`config.mk`:
```
export PLATFORM = sky130hd
export DESIGN_NAME = gpio_port_with_config_lock
export DESIGN_NICKNAME = d
export VERILOG_FILES = /design/src/hdl/gpl_pkg.sv /design/src/hdl/gpio_port_with_config_lock.sv
export SDC_FILE = /design/constraint.sdc
export NUM_CORES = 1
export LEC_CHECK = 0
export BUFFER_PORTS_ARGS = -buffer_cell sky130_fd_sc_hd__buf_4
export CAP_MARGIN = 30
export CORE_MARGIN = 2
export CORE_UTILIZATION = 35
export CTS_CLUSTER_SIZE = 14
export DETAILED_ROUTE_END_ITERATION = 16
export PLACE_DENSITY = 0.56
export SETUP_SLACK_MARGIN = 0.1
export SLEW_MARGIN = 20
export SYNTH_ARGS = -nofsm -noshare
export SYNTH_HDL_FRONTEND = slang
export SYNTH_SLANG_ARGS = --single-unit
```
`constraint.sdc`:
```
create_clock -name clock -period 5.8 [get_ports clock]
set_clock_uncertainty 0.05 [all_clocks]
set_input_delay 0.29 -clock clock [delete_from_list [all_inputs] [get_ports clock]]
set_output_delay 0.29 -clock clock [all_outputs]
set_load 0.01 [all_outputs]
```
`src/hdl/gpl_pkg.sv`:
```
`default_nettype none

package gpl_pkg;

   localparam int unsigned PIN_COUNT_DEFAULT = 16;
   localparam int unsigned PORT_WIDTH        = 16;
   localparam int unsigned BUS_WIDTH         = 32;
   localparam int unsigned NIBBLES_PER_WORD  = 8;

   localparam logic [BUS_WIDTH-1:0] CFG_RESET_VALUE = 32'h4444_4444;

   // position of the key bit in the lock register
   localparam int unsigned LOCK_KEY_BIT = 16;

   localparam logic CMD_READ  = 1'b0;
   localparam logic CMD_WRITE = 1'b1;

   typedef enum logic [2:0] {
      SEL_CFG_LOW  = 3'd0,
      SEL_CFG_HIGH = 3'd1,
      SEL_INPUT    = 3'd2,
      SEL_LATCH    = 3'd3,
      SEL_SET_RST  = 3'd4,
      SEL_RESET    = 3'd5,
      SEL_LOCK     = 3'd6
   } gpl_sel_type;

   // lock key sequence progress
   typedef enum logic [1:0] {
      KEY_IDLE    = 2'd0,
      KEY_ARMED   = 2'd1,
      KEY_CONFIRM = 2'd2,
      KEY_READY   = 2'd3
   } gpl_key_type;

   typedef struct packed {
      logic                  cmd;
      logic [2:0]            reg_sel;
      logic [BUS_WIDTH-1:0]  wdata;
      logic [PORT_WIDTH-1:0] pins_in;
   } gpl_req_type;

   typedef struct packed {
      logic [BUS_WIDTH-1:0]  rdata;
      logic [PORT_WIDTH-1:0] pins_out;
      logic                  lock_active;
   } gpl_rsp_type;

endpackage

`default_nettype wire

```
`src/hdl/gpio_port_with_config_lock.sv`:
```
`default_nettype none

// 16-pin gpio port behind a small register bus. every request beat is one read or
// write to one of seven registers (cfg low, cfg high, input, output latch, set/reset,
// reset, lock) along with the sampled pin levels; every request yields exactly one
// response beat carrying the read data, the output latch after the access and the
// lock status. the block takes one request per cycle: all the work of an access is
// one level of logic between the request handshake and the response register, so a
// response appears in the cycle after its request is taken. the response register is
// the only buffer: a new request is taken whenever the response register is empty
// or its beat is being taken in the same cycle, so req_stall follows rsp_stall only
// while a response is held. pins at or above PIN_COUNT read as zero and have no latch
// or lock flops; the configuration words are always kept at full width. once the
// write/write/write/read key sequence completes, the configuration nibbles of the
// locked pins are frozen until reset.
module gpio_port_with_config_lock
   import gpl_pkg::*;
#(
   parameter int unsigned PIN_COUNT = PIN_COUNT_DEFAULT
) (
   input  wire logic        clock,
   input  wire logic        reset,

   input  wire logic        req_valid,
   output logic             req_stall,
   input  wire gpl_req_type req_data,

   output logic             rsp_valid,
   input  wire logic        rsp_stall,
   output gpl_rsp_type      rsp_data
);

   // architectural state
   logic [BUS_WIDTH-1:0] cfg_low_ff,   cfg_low_in;
   logic [BUS_WIDTH-1:0] cfg_high_ff,  cfg_high_in;
   logic [PIN_COUNT-1:0] latch_ff,     latch_in;
   logic [PIN_COUNT-1:0] lock_bits_ff, lock_bits_in;
   logic                 lock_key_ff,  lock_key_in;
   gpl_key_type          key_step_ff,  key_step_in;

   // response register
   logic                 rsp_valid_ff, rsp_valid_in;
   gpl_rsp_type          rsp_data_ff,  rsp_data_in;

   logic                 req_fire;
   logic                 is_write;
   logic                 is_lock_access;
   logic                 key_bit;
   logic                 same_bits;
   logic [PIN_COUNT-1:0] wdata_pins;
   logic [PIN_COUNT-1:0] pins_sampled;
   logic [PORT_WIDTH-1:0] lock_wide;
   logic [BUS_WIDTH-1:0] frozen_low;
   logic [BUS_WIDTH-1:0] frozen_high;
   logic [BUS_WIDTH-1:0] rdata;

   // request taken unless a held response is still stalled
   assign req_stall = rsp_valid_ff & rsp_stall;
   assign req_fire  = req_valid & ~req_stall;

   assign is_write       = (req_data.cmd == CMD_WRITE);
   assign is_lock_access = req_fire && (req_data.reg_sel == SEL_LOCK) && !lock_key_ff;
   assign key_bit        = req_data.wdata[LOCK_KEY_BIT];
   assign wdata_pins     = req_data.wdata[PIN_COUNT-1:0];
   assign pins_sampled   = req_data.pins_in[PIN_COUNT-1:0];
   assign same_bits      = (wdata_pins == lock_bits_ff);
   assign lock_wide      = PORT_WIDTH'(lock_bits_ff);

   // nibble masks of frozen pins, low word covers pins 0..7, high word pins 8..15
   always_comb begin
      for (int i = 0; i < NIBBLES_PER_WORD; i++) begin
         frozen_low[4*i +: 4]  = {4{lock_key_ff & lock_wide[i]}};
         frozen_high[4*i +: 4] = {4{lock_key_ff & lock_wide[NIBBLES_PER_WORD + i]}};
      end
   end

   // key sequence: next state
   always_comb begin
      key_step_in = key_step_ff;
      if (is_lock_access) begin
         if (is_write) begin
            unique case (key_step_ff)
               KEY_IDLE:    key_step_in = key_bit ? KEY_ARMED : KEY_IDLE;
               KEY_ARMED:   key_step_in = (!key_bit && same_bits) ? KEY_CONFIRM :
                                          (key_bit ? KEY_ARMED : KEY_IDLE);
               KEY_CONFIRM: key_step_in = (key_bit && same_bits) ? KEY_READY :
                                          (key_bit ? KEY_ARMED : KEY_IDLE);
               KEY_READY:   key_step_in = key_bit ? KEY_ARMED : KEY_IDLE;
               default:     key_step_in = KEY_IDLE;
            endcase
         end else begin
            // any lock read ends the sequence
            key_step_in = KEY_IDLE;
         end
      end
   end

   // key sequence: outputs (key and lock bits)
   always_comb begin
      lock_key_in  = lock_key_ff;
      lock_bits_in = lock_bits_ff;
      if (is_lock_access) begin
         if (is_write) begin
            lock_bits_in = wdata_pins;
         end else if (key_step_ff == KEY_READY) begin
            lock_key_in = 1'b1;
         end
      end
   end

   // register file writes and read mux
   always_comb begin
      cfg_low_in  = cfg_low_ff;
      cfg_high_in = cfg_high_ff;
      latch_in    = latch_ff;
      rdata       = '0;
      if (req_fire) begin
         if (is_write) begin
            case (req_data.reg_sel)
               SEL_CFG_LOW:  cfg_low_in  = (cfg_low_ff & frozen_low) |
                                           (req_data.wdata & ~frozen_low);
               SEL_CFG_HIGH: cfg_high_in = (cfg_high_ff & frozen_high) |
                                           (req_data.wdata & ~frozen_high);
               SEL_LATCH:    latch_in    = wdata_pins;
               // set wins where both halves name a pin
               SEL_SET_RST:  latch_in    = (latch_ff &
                                            ~req_data.wdata[PORT_WIDTH +: PIN_COUNT]) |
                                           wdata_pins;
               SEL_RESET:    latch_in    = latch_ff & ~wdata_pins;
               default:      ;
            endcase
         end else begin
            case (req_data.reg_sel)
               SEL_CFG_LOW:  rdata = cfg_low_ff;
               SEL_CFG_HIGH: rdata = cfg_high_ff;
               SEL_INPUT:    rdata = BUS_WIDTH'(pins_sampled);
               SEL_LATCH:    rdata = BUS_WIDTH'(latch_ff);
               SEL_LOCK:     rdata = BUS_WIDTH'({lock_key_ff, lock_wide});
               default:      rdata = '0;
            endcase
         end
      end
   end

   // response register load
   always_comb begin
      rsp_valid_in = rsp_valid_ff;
      rsp_data_in  = rsp_data_ff;
      if (req_fire) begin
         rsp_valid_in             = 1'b1;
         rsp_data_in.rdata        = rdata;
         rsp_data_in.pins_out     = PORT_WIDTH'(latch_in);
         rsp_data_in.lock_active  = lock_key_in;
      end else if (rsp_valid_ff && !rsp_stall) begin
         rsp_valid_in = 1'b0;
      end
   end

   always_ff @(posedge clock) begin
      if (reset) begin
         cfg_low_ff   <= CFG_RESET_VALUE;
         cfg_high_ff  <= CFG_RESET_VALUE;
         latch_ff     <= '0;
         lock_bits_ff <= '0;
         lock_key_ff  <= 1'b0;
         key_step_ff  <= KEY_IDLE;
         rsp_valid_ff <= 1'b0;
      end else begin
         cfg_low_ff   <= cfg_low_in;
         cfg_high_ff  <= cfg_high_in;
         latch_ff     <= latch_in;
         lock_bits_ff <= lock_bits_in;
         lock_key_ff  <= lock_key_in;
         key_step_ff  <= key_step_in;
         rsp_valid_ff <= rsp_valid_in;
      end
   end

   // payload, no reset needed
   always_ff @(posedge clock) begin
      rsp_data_ff <= rsp_data_in;
   end

   assign rsp_valid = rsp_valid_ff;
   assign rsp_data  = rsp_data_ff;

endmodule

`default_nettype wire

```
* Yosys cells after proc, flatten, opt, wreduce, memory -nomap -nowiden
Index checks and enable logic that the tools add are counted.
** Cells by class
- Eq/ne operators :: 10
- Multiplexer cells :: 14
- Bitwise logic cells :: 32
- Reduce and logical (&&, ||, !) cells :: 15
** Operator list (count)
- one-hot mux 32 bit (5 select lines) :: 1
- AND 32 bit :: 4
- NOT 32 bit :: 2
- OR 32 bit :: 2
- one-hot mux 16 bit (3 select lines) :: 1
- AND 16 bit :: 2
- two-way mux 16 bit :: 2
- NOT 16 bit :: 2
- AND 1 bit :: 18
- equality test 16 bit :: 1
- OR 16 bit :: 1
- equality test 3 bit, second input constant :: 3
- equality test 3 x 2 -> 1 bit, second input constant :: 2
- two-way mux 1 bit :: 6
- two-way mux 2 bit :: 3
- one-hot mux 2 bit (3 select lines) :: 1
- AND reduction 3 bit :: 2
- logical AND 1 bit :: 5
- equality test 2 bit, second input constant :: 2
- equality test 3 x 1 -> 1 bit, second input constant :: 1
- zero test 1 bit :: 3
- zero test 3 bit :: 1
- equality test 2 x 1 -> 1 bit, second input constant :: 1
- zero test 2 bit :: 1
- 4 further kinds :: 4
** Storage, ports and cells
- Register bits after elaboration :: 149
- Input bits :: 56
- Output and inout port bits :: 51

* Depth between registers and ports, before layout
- Depth after elaboration :: 6
- Gate-level depth with buffers :: 7
- Mapped depth without buffers :: 4

* Worst setup path after synthesis
No wires, ideal clock.
- Kind :: flip-flop to flip-flop
- From :: register rsp_valid_ff, in the netlist rsp_valid
- To :: register (tool-made name)
- Library setup time :: 120 ps
- Data arrival time :: 2074 ps
- Data required time :: 5630 ps
- Path slack :: 3556 ps
- Cell stages (with the launch flop) :: 5
- Buffers on the path :: 1
- Clock period less this slack :: 2244 ps
- Cell sequence :: dfxtp_1 > a21boi_1 > buf_2 > nand4_1 > a211o_1
** RTL lines
- from (decl) :: RTL line gpio_port_with_config_lock.sv:42 : logic rsp_valid_ff, rsp_valid_in;
- from (signal assigned) :: RTL line gpio_port_with_config_lock.sv:175 : rsp_valid_ff <= rsp_valid_in;

==> impl_metrics.json <==
{
  "status": "completed",
  "dieArea_mm2": 0.0200,
  "path_class": "reg -> reg",
  "grt_overflow": 0,
  "finalHoldViolCount": 0,
  "p_clk_share_pct": 47.2,
  "worstSetupEndpointType": "register",
  "grt_antenna_before_repair": 0,
  "cp_max_fo": 42,
  "drc": 0,
  "timing.final.setup_violations": 0,
  "worst_hold_slack_ps": 73.1,
  "swShare_pct": 23.0,
  "setup_tns_ps": 0,
  "startpoint_type": "register",
  "layout-drive-gt1-share_pct": 19.5,
  "ant_nets": 0,
  "vias": 5168,
  "worst_pin_slew_ps": 804,
  "io_buffers": 106,
  "finalCritPeriodShare_pct": 42.1,
  "rsz0062_at_grt": "no",
  "p_per_area_mw_per_mm2": 307,
  "initial_utilization_pct": 35.5,
  "n_antenna_cell": 0,
  "dp_hpwl_mm": 12.5,
  "syn_inst": 658,
  "ys.flop_type": "dfxtp_1",
  "vias_per_cell": 5.20,
  "synth_nets": 714,
  "synth.cells.most_frequent": "117 x nor2_1, 100 x dfxtp_1, 96 x mux2i_1",
  "vdd_ir_drop_max_mv": 0.202,
  "syn_area_per_cell_um2": 10.0,
  "die_h_um": 141,
  "cts_buffers": 17,
  "grt_use_total_pct": 18.7,
  "layout-area-overhead-vs-synth_pct": 24.8,
  "leakage_nw": 3.70,
  "worst_ep_arrival_time_ps": 2700,
  "power.internal_mw": 1.94,
  "ys_seq_elements": 149,
  "ys_seq_area_share_pct": 52.7,
  "grt_pass1_vias": 5146,
  "yosysUniqueCellTypes": 41,
  "die_w_um": 141,
  "wire_per_inst_um": 18.5,
  "netSwitchingPower_uw": 582,
  "yosysWarnings": 0,
  "seqPwrFrac_pct": 44.3,
  "fin_nets": 803,
  "drt_iter0_drc": 270,
  "hold_buffers": 0,
  "clockRootBuffer": "clkbuf_16",
  "io_pins": 107,
  "gp_congestion": 0.854,
  "cap_violations": 0,
  "cts_resized": 0,
  "htreeDepth": 4,
  "async_reset_ff_share_pct": 0,
  "synth_edf_count": 49,
  "wirelength_mm": 18.4,
  "hold_class": "in -> reg",
  "clk_pin_slew_ps": 60,
  "maxSlewHeadroom_pct": 46.4,
  "worstPathRequired_ps": 6060,
  "synth_area_leader_cell": "dfxtp_1",
  "combPwrFrac_pct": 8.5,
  "first_pass_iters": 5,
  "grt_max_degree": 102,
  "insertion_delay_ps": 420,
  "grt_first_pass_wirelength_mm": 28.4,
  "yosys.cell_count.top_type": "nor2_1",
  "clockBufferDepth": 2,
  "core_area_mm2": 0.0186,
  "cts_tree": "done",
  "cts.sinks": 149,
  "report.final.slew_viol_count": 0,
  "clock.fmax_mhz": 409,
  "ys_top_cells_by_area": "dfxtp_1 30%, edfxtp_1 22%, mux2i_1 15%",
  "syn_area_mm2": 0.00659,
  "min_period_ps": 2440,
  "cts_setup_buffers": 0,
  "rows": 50,
  "synth_top_cell_area_share_pct": 30.4
}
-- placed cells by master, fill, tap and decap left out, drive strengths merged, types with 3 or more instances in the layout --
cell,n
a21oi,50
o211a,5
nor3,3
nand4,16
dfxtp,100
nand2b,4
buf,113
nor2,117
nand2,56
clkbuf,21
clkinv,3
xor2,16
a22oi,16
inv,8
clkinvlp,4
nor4,3
a211o,16
mux2i,96
nor2b,14
a211oi,12
edfxtp,49
bufinv,4
o21ai,16
-- worst paths after layout --
kind	to	startpoint	cells past startpoint	slack [ps]
hold reg to reg	register	register	1	410
setup / recovery	register	rsp_valid	5	3360
setup reg to reg	register	rsp_valid	5	3360
hold / removal	register	req_data[45]	3	70
-- power by group through the flow --
| stage | logic [mW] | registers, mW | clock network, mW |
|---|---|---|---|
| after floorplan | 0.0971 | 1.15 | 0 |
| after global placement | 0.205 | 1.14 | 0 |
| after detailed placement | 0.209 | 1.14 | 0 |
| after CTS | 0.210 | 1.12 | 1.21 |
| after global routing | 0.230 | 1.12 | 1.26 |
| final | 0.214 | 1.12 | 1.19 |
-- final cells by class --
| class | count | area (um^2) |
|---|---|---|
| Fill cell | 1755 | 10400 |
| Tap cell | 234 | 293 |
| Timing Repair Buffer | 113 | 903 |
| Inverter | 8 | 30.0 |
| Clock buffer | 21 | 462 |
| Clock inverter | 11 | 176 |
| Sequential cell | 149 | 3470 |
| Multi-Input combinational cell | 458 | 2890 |
-- routing by layer --
layer / routed length, um / up-vias / share of wire [%] / track usage, %
met2: 8590 / 163 / 47 / 29.4
met3: 1070 / 28 / 5.8 / 4.76
met5: 0 / - / 0 / 0
met4: 412 / 0 / 2.2 / 7.42
met1: 8290 / 2471 / 45 / 24.6
li1: - / 2506 / - / -
-- metrics by stage --
stage | power (mW) | utilization (%) | area [um^2] | std cells | setup WS (ps)
2_1_floorplan | 1.25 | - | 6590 | 658 | 3560
3_3_place_gp | 1.35 | 40.4 | 7510 | 958 | 2630
3_5_place_dp | 1.35 | 40.6 | 7540 | 960 | 2920
4_1_cts | 2.54 | 44.0 | 8170 | 992 | 3010
5_1_grt | 2.61 | 44.3 | 8230 | 994 | 3220
6_report | 2.52 | 44.3 | 8230 | 994 | 3360
-- worst max-delay path, stage by stage, from the launching register on --
cell	delay (ps)
dfxtp_1	350
a21boi_4	370
buf_16	220
buf_4	480
nand4_1	440
a211o_1	410
-- cell families after synthesis --
kind of cell              after synthesis  share of synthesized area (%)
and+or+nand+nor                       225                           15.2
DFF                                   149                           52.7
xor gates and xnor gates               16                           2.13
muxes                                  96                           14.6
buffers and inverters                  51                           3.64
AOI/OAI and AO/OA                     121                           11.8
No activity file was read; power rests on OpenSTA's default activity.
